===== config.mk =====
export PLATFORM = sky130hd
export DESIGN_NAME = gf2_quadratic_system_eval_unit
export DESIGN_NICKNAME = d
export VERILOG_FILES = /design/src/design/gf2qse_pkg.sv /design/src/design/gf2qse_ram.sv /design/src/design/gf2_quadratic_system_eval_unit.sv
export SDC_FILE = /design/constraint.sdc
export NUM_CORES = 2
export LEC_CHECK = 0
export BUFFER_PORTS_ARGS = -buffer_cell sky130_fd_sc_hd__buf_4
export CORE_ASPECT_RATIO = 2
export CORE_MARGIN = 3
export CORE_UTILIZATION = 32
export DETAILED_ROUTE_END_ITERATION = 10
export PLACE_DENSITY = 0.56
export RECOVER_POWER = 25
export SLEW_MARGIN = 10
export SYNTH_ARGS = -nofsm -noshare
export SYNTH_HDL_FRONTEND = slang
export SYNTH_MEMORY_MAX_BITS = 65536
export SYNTH_SLANG_ARGS = --single-unit

===== constraint.sdc =====
create_clock -name clk_i -period 3.9 [get_ports clk_i]
set_input_delay 1.17 -clock clk_i [delete_from_list [all_inputs] [get_ports clk_i]]
set_output_delay 1.17 -clock clk_i [all_outputs]
set_load 0.05 [all_outputs]

===== src/design/gf2qse_pkg.sv =====
// ----------------------------------------------------------------------------
// gf2qse_pkg
// Shared constants and types for the GF(2) quadratic system evaluator.
// ----------------------------------------------------------------------------
package gf2qse_pkg;

  // Default sizing of the coefficient store
  localparam int MAX_VARS_DEF = 16;
  localparam int EQ_WIDTH_DEF = 32;

  // Stream field widths
  localparam int OP_W      = 1;
  localparam int INDEX_W   = 8;
  localparam int COEF_W    = 32;
  localparam int ASSIGN_W  = 16;
  localparam int RESULT_W  = 32;
  localparam int IN_DATA_W = 56;  // index + coef + assignment, padded to bytes

  // Configuration register
  localparam int NUM_VARS_W = 5;
  localparam logic [NUM_VARS_W-1:0] NUM_VARS_RESET = 5'd16;

  // Item kinds carried in tuser
  typedef enum logic [OP_W-1:0] {
    OpWrite = 1'b0,
    OpEval  = 1'b1
  } op_e;

endpackage


===== src/design/gf2qse_ram.sv =====
// ----------------------------------------------------------------------------
// gf2qse_ram
// Simple dual-port RAM: one write port, one read port with registered data.
// ----------------------------------------------------------------------------
module gf2qse_ram #(
  parameter int Width = 32,
  parameter int Depth = 137
) (
  input  logic                     clk_i,
  input  logic                     we_i,
  input  logic [$clog2(Depth)-1:0] waddr_i,
  input  logic [Width-1:0]         wdata_i,
  input  logic [$clog2(Depth)-1:0] raddr_i,
  output logic [Width-1:0]         rdata_o
);

  logic [Width-1:0] mem_q [Depth];
  logic [Width-1:0] rdata_q;

  // Write one word, read one word per cycle
  always_ff @(posedge clk_i) begin
    if (we_i) begin
      mem_q[waddr_i] <= wdata_i;
    end
    rdata_q <= mem_q[raddr_i];
  end

  assign rdata_o = rdata_q;

endmodule


===== src/design/gf2_quadratic_system_eval_unit.sv =====
// Operation: a write gives no result and may follow back to back; an evaluate walks
//   W = 1 + n + n*(n-1)/2 coefficient words (137 at n = 16) and hands its result to the
//   output register once a held result there is taken; no new item is accepted until then.
//   The walk feeds one RAM word per cycle into the XOR fold.
// Reset: rst_ni clears the sequencer and output valid and sets num_vars to 16;
//   the coefficient RAM is not cleared and must be written before it is read.
// ----------------------------------------------------------------------------
// gf2_quadratic_system_eval_unit
// Bitsliced GF(2) quadratic system evaluator: stores coefficient words and
// XORs the words whose monomial is one under a given variable assignment.
// ----------------------------------------------------------------------------
module gf2_quadratic_system_eval_unit #(
  parameter int MaxVars = gf2qse_pkg::MAX_VARS_DEF,
  parameter int EqWidth = gf2qse_pkg::EQ_WIDTH_DEF
) (
  input  logic                                clk_i,
  input  logic                                rst_ni,
  // Input stream
  input  logic                                s_axis_tvalid,
  output logic                                s_axis_tready,
  // [7:0] coef_index, [39:8] coef_value, [55:40] assignment
  input  logic [gf2qse_pkg::IN_DATA_W-1:0]    s_axis_tdata,
  // [0] operation
  input  logic [gf2qse_pkg::OP_W-1:0]         s_axis_tuser,
  // Result stream
  output logic                                m_axis_tvalid,
  input  logic                                m_axis_tready,
  // [31:0] equation_values
  output logic [gf2qse_pkg::RESULT_W-1:0]     m_axis_tdata,
  // Configuration write channel: num_vars
  input  logic                                cfg_valid_i,
  output logic                                cfg_ready_o,
  input  logic [gf2qse_pkg::NUM_VARS_W-1:0]   cfg_data_i
);

  import gf2qse_pkg::*;

  localparam int StoreDepth = 1 + MaxVars + (MaxVars * (MaxVars - 1)) / 2;
  localparam int AddrW      = $clog2(StoreDepth);
  localparam int IdxW       = $clog2(MaxVars);
  localparam int VarW       = $clog2(MaxVars + 1);

  typedef enum logic [4:0] {
    StIdle  = 5'b00001,
    StConst = 5'b00010,
    StLin   = 5'b00100,
    StQuad  = 5'b01000,
    StDone  = 5'b10000
  } state_e;

  state_e state_q, state_d;

  logic [NUM_VARS_W-1:0] num_vars_q;
  logic [VarW-1:0]       n_eff;
  logic [VarW-1:0]       n_q, n_d;
  logic [MaxVars-1:0]    assign_q, assign_d;
  logic [IdxW-1:0]       vi_q, vi_d;
  logic [IdxW-1:0]       vj_q, vj_d;
  logic [AddrW-1:0]      addr_q, addr_d;
  logic                  pend_q, pend_d;
  logic                  mono_q, mono_d;
  logic [EqWidth-1:0]    acc_q, acc_d, acc_next;
  logic                  out_valid_q, out_valid_d;
  logic [RESULT_W-1:0]   out_data_q, out_data_d;

  logic [INDEX_W-1:0]    in_index;
  logic [COEF_W-1:0]     in_coef;
  logic [ASSIGN_W-1:0]   in_assign;
  logic [MaxVars-1:0]    in_assign_ext;
  logic                  in_xfer;
  logic                  wr_en;
  logic [EqWidth-1:0]    rdata;
  logic [VarW-1:0]       vi_p1, vi_p2, vj_p1;

  // Unpack the input item
  assign in_index  = s_axis_tdata[7:0];
  assign in_coef   = s_axis_tdata[39:8];
  assign in_assign = s_axis_tdata[55:40];
  assign in_xfer   = s_axis_tvalid && s_axis_tready;

  // Widen or trim the assignment to the variable count
  always_comb begin
    for (int k = 0; k < MaxVars; k++) begin
      in_assign_ext[k] = (k < ASSIGN_W) ? in_assign[k % ASSIGN_W] : 1'b0;
    end
  end

  // Clamp the configured variable count
  assign n_eff = (int'(num_vars_q) > MaxVars) ? VarW'(MaxVars) : VarW'(num_vars_q);

  // Configuration register
  assign cfg_ready_o = 1'b1;
  always_ff @(posedge clk_i or negedge rst_ni) begin
    if (!rst_ni) begin
      num_vars_q <= NUM_VARS_RESET;
    end else if (cfg_valid_i && cfg_ready_o) begin
      num_vars_q <= cfg_data_i;
    end
  end

  // Coefficient store
  assign wr_en = in_xfer && (op_e'(s_axis_tuser) == OpWrite)
                 && (int'(in_index) < StoreDepth);

  gf2qse_ram #(
    .Width(EqWidth),
    .Depth(StoreDepth)
  ) u_ram (
    .clk_i  (clk_i),
    .we_i   (wr_en),
    .waddr_i(AddrW'(in_index)),
    .wdata_i(EqWidth'(in_coef)),
    .raddr_i(addr_q),
    .rdata_o(rdata)
  );

  // Fold in the word read on the previous cycle
  assign acc_next = (pend_q && mono_q) ? (acc_q ^ rdata) : acc_q;

  assign vi_p1 = VarW'(vi_q) + VarW'(1);
  assign vi_p2 = VarW'(vi_q) + VarW'(2);
  assign vj_p1 = VarW'(vj_q) + VarW'(1);

  // Sequencer: walk constant, linear and product words in store order
  always_comb begin
    state_d     = state_q;
    n_d         = n_q;
    assign_d    = assign_q;
    vi_d        = vi_q;
    vj_d        = vj_q;
    addr_d      = addr_q;
    pend_d      = 1'b0;
    mono_d      = 1'b0;
    acc_d       = acc_next;
    out_valid_d = out_valid_q;
    out_data_d  = out_data_q;

    if (m_axis_tvalid && m_axis_tready) begin
      out_valid_d = 1'b0;
    end

    case (state_q)
      StIdle: begin
        if (in_xfer && (op_e'(s_axis_tuser) == OpEval)) begin
          n_d      = n_eff;
          assign_d = in_assign_ext;
          addr_d   = '0;
          acc_d    = '0;
          state_d  = StConst;
        end
      end
      StConst: begin
        pend_d = 1'b1;
        mono_d = 1'b1;
        addr_d = addr_q + AddrW'(1);
        vi_d   = '0;
        state_d = (n_q == '0) ? StDone : StLin;
      end
      StLin: begin
        pend_d = 1'b1;
        mono_d = assign_q[vi_q];
        addr_d = addr_q + AddrW'(1);
        if (vi_p1 == n_q) begin
          if (n_q == VarW'(1)) begin
            state_d = StDone;
          end else begin
            vi_d    = '0;
            vj_d    = IdxW'(1);
            state_d = StQuad;
          end
        end else begin
          vi_d = IdxW'(vi_p1);
        end
      end
      StQuad: begin
        pend_d = 1'b1;
        mono_d = assign_q[vi_q] & assign_q[vj_q];
        addr_d = addr_q + AddrW'(1);
        if (vj_p1 == n_q) begin
          if (vi_p2 == n_q) begin
            state_d = StDone;
          end else begin
            vi_d = IdxW'(vi_p1);
            vj_d = IdxW'(vi_p2);
          end
        end else begin
          vj_d = IdxW'(vj_p1);
        end
      end
      StDone: begin
        // Hand over once the output register is free
        if (!out_valid_q || m_axis_tready) begin
          out_valid_d = 1'b1;
          out_data_d  = RESULT_W'(acc_next);
          state_d     = StIdle;
        end
      end
      default: begin
        state_d = StIdle;
      end
    endcase
  end

  // Control registers
  always_ff @(posedge clk_i or negedge rst_ni) begin
    if (!rst_ni) begin
      state_q     <= StIdle;
      pend_q      <= 1'b0;
      out_valid_q <= 1'b0;
    end else begin
      state_q     <= state_d;
      pend_q      <= pend_d;
      out_valid_q <= out_valid_d;
    end
  end

  // Datapath registers
  always_ff @(posedge clk_i) begin
    n_q        <= n_d;
    assign_q   <= assign_d;
    vi_q       <= vi_d;
    vj_q       <= vj_d;
    addr_q     <= addr_d;
    mono_q     <= mono_d;
    acc_q      <= acc_d;
    out_data_q <= out_data_d;
  end

  assign s_axis_tready = (state_q == StIdle);
  assign m_axis_tvalid = out_valid_q;
  assign m_axis_tdata  = out_data_q;

endmodule


==> key figures <==
Synth
  – Most frequent cell after synthesis: sky130_fd_sc_hd__edfxtp_1
  – FF+latch count, synth: between 4000 and 5000
  – Count of flip-flops with a built-in enable after synthesis: approximately 4500
  – Syn_area_per_cell: between 20 and 25 µm²
  – Async S/R FF share, synth: 0.265%
  – Most area-hungry cell type in the Yosys netlist: sky130_fd_sc_hd__edfxtp_1
  – Sequential area share after synthesis: 77.9%
  – Post-synth top cells: 4453 x sky130_fd_sc_hd__edfxtp_1, 947 x sky130_fd_sc_hd__mux4_2, 545 x sky130_fd_sc_hd__mux2i_1, 238 x sky130_fd_sc_hd__nor2_1, 182 x sky130_fd_sc_hd__nand2_1
  – Distinct cell type count after synthesis: 84
  – Top cells by area in the synthesized netlist: sky130_fd_sc_hd__edfxtp_1 77%, sky130_fd_sc_hd__mux4_2 12%, sky130_fd_sc_hd__mux2i_1 3.1%
  – Cell area after synthesis: 0.174 mm²
  – Synth Flop Type: sky130_fd_sc_hd__edfxtp_1
  – Synthesized instance count: between 7000 and 8000
  – Synth Net Count: around 8000
  – Top-area cell type share of the netlist area: between 70% and 80%
  – Synthesis warning total: 0

Power and ir drop
  – Power Density: slightly below 500 mW/mm²
  – Static Leak: 62.9 nW
  – Worst ir drop on vdd: between 0.0003 and 0.0004 V
  – Overall power consumption: 99.6 mW

Routing
  – Routed Antenna Nets: 0
  – DR pass1 iterations: 5
  – Total detailed-routing wirelength: around 550000 µm
  – Detailed-route wire length per cell: 34.0 µm
  – Average via count per standard cell: approximately 5.4
  – Number of DRC violations after detailed-routing iteration 0: a little over 10000
  – Via count of the routed design: ~87000
  – DRC errors left: 0

Critical path
  – Delay of the slowest critical-path stage: ~2.2 ns
  – Critical path arrival: roughly 4.4 ns
  – Category of the worst setup path capture point: flip-flop
  – Number of logic stages on the critical path including buffering: 2
  – CP Data Required Time: 4.51 ns
  – Crit Path Category: in2reg
  – Critical path launch point type: input port
  – Crit path max fanout: 43
  – Worst setup path start: s_axis_tdata[16]
  – Category of cells accounting for the largest share of critical-path delay: buffers and inverters
  – Cell count of the worst reg-to-reg path: 10
  – Slowest cell on the critical path: sky130_fd_sc_hd__clkbuf_1
  – Number of buffers and inverters on the critical path: 2
  – Ordered cell list for the critical path: clkbuf_1, clkbuf_2
  – Origin of the critical flop-to-flop path: addr_q[2]

Timing
  – Max Clock Skew: between 0.04 and 0.05 ns
  – Final count of negative-setup-slack endpoints: 0
  – Clock period minus final worst setup slack: 3.83 ns
  – RSZ-0062 raised after global routing: false
  – Highest clock frequency the design can meet: approximately 260 MHz
  – Final-report max-slew violation count: ~2000
  – Actual transition at the worst max-transition pin: 3.81 ns
  – Final Cycle Share: a little over nine tenths
  – Max-slew headroom: -154%
  – Final number of hold-violating endpoints: 0

Global route
  – Initial antenna violation count: 35
  – Tot GR Track Use: between 10% and 20%
  – Via count of the first global-routing pass: 89600
  – First-pass GRT wire length: between 700000 and 800000 µm
  – Sum of overflow across all layers after global routing: 0
  – Pin count of the biggest net entering global routing: a little over 100

Die
  – Starting density of the core: 32.1%
  – Die Outline Area: 0.552 mm²
  – Die height: about 1000 µm
  – Placement Rows: approximately 380
  – Top-level port count: a little over 100
  – Die extent in x: about 530 µm
  – Core area: 0.541 mm²

Place
  – Count of buffers inserted at the top-level ports: 100
  – Detailed-placement wirelength estimate: ~350000 µm
  – Gp weighted congestion: roughly 0.87
  – Post-detailed-placement cell area: between 0.15 and 0.2 mm²

Clock tree
  – Inserted Clock Buffers: roughly 360
  – H-tree level count: 5
  – CTS root buf: sky130_fd_sc_hd__clkbuf_16
  – Clock tree from TritonCTS: done
  – Number of sinks on the clock net: around 4500
  – Skew-Pair Late Insertion Delay: approximately 0.95 ns
  – Deepest clock path buffer count: 4
  – Clock edge transition at the registers on the reported setup and hold paths: around 0.070 ns

Cells and area
  – Layout area overhead: 16.5%
  – Net count reported at finish: 8727
  – Final std cell area, no fill: between 0.2 and 0.25 mm²
  – Ratio of cells with drive above 1 in the final layout: 27.7%

Status
  – Run status: complete, but fails checks
  – Violations in the final reports: capacitance limit, slew limit

Flow run
  – MaxCap Viol Count: 35

Worst hold path
  – Worst hold-check path type: in2async
placed cells by master, fill, tap and decap left out, types with 21 or more instances in the layout:
cell type / Yosys / final
sky130_fd_sc_hd__edfxtp_1: 4453 / 4453
sky130_fd_sc_hd__mux4_2: 947 / 947
sky130_fd_sc_hd__mux2i_1: 545 / 545
sky130_fd_sc_hd__buf_4: 123 / 470
sky130_fd_sc_hd__clkbuf_16: 0 / 366
sky130_fd_sc_hd__buf_12: 2 / 255
sky130_fd_sc_hd__nand2_1: 182 / 180
sky130_fd_sc_hd__nor2_4: 0 / 138
sky130_fd_sc_hd__o21ai_0: 120 / 112
sky130_fd_sc_hd__a21oi_1: 107 / 106
sky130_fd_sc_hd__nor2_1: 238 / 95
sky130_fd_sc_hd__o22ai_1: 94 / 94
sky130_fd_sc_hd__clkbuf_1: 136 / 82
sky130_fd_sc_hd__o221ai_1: 79 / 79
sky130_fd_sc_hd__clkinv_1: 0 / 71
sky130_fd_sc_hd__dfxtp_1: 65 / 65
sky130_fd_sc_hd__nor2b_1: 72 / 64
sky130_fd_sc_hd__a22oi_1: 63 / 63
sky130_fd_sc_hd__clkinv_2: 0 / 63
sky130_fd_sc_hd__a211oi_1: 64 / 58
sky130_fd_sc_hd__bufinv_16: 0 / 52
sky130_fd_sc_hd__nand3_1: 43 / 41
sky130_fd_sc_hd__a221oi_1: 43 / 41
sky130_fd_sc_hd__xnor2_1: 41 / 41
sky130_fd_sc_hd__nor3_1: 31 / 27
sky130_fd_sc_hd__clkinvlp_4: 0 / 22
sky130_fd_sc_hd__clkbuf_2: 0 / 22
sky130_fd_sc_hd__nor4_1: 26 / 21
stage by stage:
stage               utilization [%]  hold slack (ns)  worst slack, ns  TNS [ns]  std cells
CTS                            37.5           0.0134            0.120         0      16100
global route                   37.4            0.332           0.0235         0      16100
global placement               35.2            0.492            -2.25     -3.28      15400
floorplan                         -            0.473           -0.220   -390.35       7934
finish                         37.4            0.303           0.0683         0      16100
detailed placement             35.2            0.504           -0.133    -0.133      15400
repair_timing:
item / CTS / global route
setup buffers: 0 / 0
setup endpoints to repair: 2 / 0
hold buffers: 0 / 0
resized for setup: 2 / 0
path summary, 6_finish.rpt:
path                                       to  slack (ns)
max                        u_ram.mem_q[56][8]        0.07
min                             num_vars_q[2]        0.30
max reg2reg                  u_ram.rdata_o[4]        0.12
min reg2reg                     num_vars_q[3]        0.51
max in group asynchronous          state_q[3]        3.07
min in group clk_i               assign_q[10]        0.43
cell families after synthesis:
family	count (synthesis)	synth area share (%)
buffers and inverters	452	1.59
adder cells (fa/ha/maj)	4	0.0288
AND/OR/NAND/NOR	675	1.82
flip-flops	4530	77.9
other	1	0.00216
XOR/XNOR	52	0.271
multiplexers	1508	15.5
AO/OA/AOI/OAI	712	2.83
area by class of cell:
cell class	count	area (µm²)
multi-input combinational	2952	36800
timing repair buffer	801	9040
clock inverter	251	2860
sequential	4530	135000
tap	7104	8890
fill	48400	338000
clock buffer	417	9380
antenna	17	42.5
inverter	9	46.3
sequential cells by signal (all words and copies together) (netlist names):
name	cells
acc_q	32
addr_q	8
assign_q	16
m_axis_tdata	32
m_axis_tvalid	1
mono_q	1
n_q	5
num_vars_q	5
pend_q	1
state_q	5
u_ram.mem_q	4384
u_ram.rdata_o	32
vi_q	4
vj_q	4
report_power, final:
part           leakage (nW)  switching (mW)  internal, mW
sequential             40.7           0.167          53.5
clock                  5.94            17.8          20.9
combinational          16.2            4.65          2.55
total                  62.9            22.6          77.0
metal layers:
layer	share of wire (%)	vias up	GRT usage, %
li1	-	34800	-
met1	33	47300	21.2
met2	53	3787	35.7
met3	5.9	953	2.12
met4	7.6	18	11.8
met5	0.023	-	0
Power figures use the tool's default switching activity.
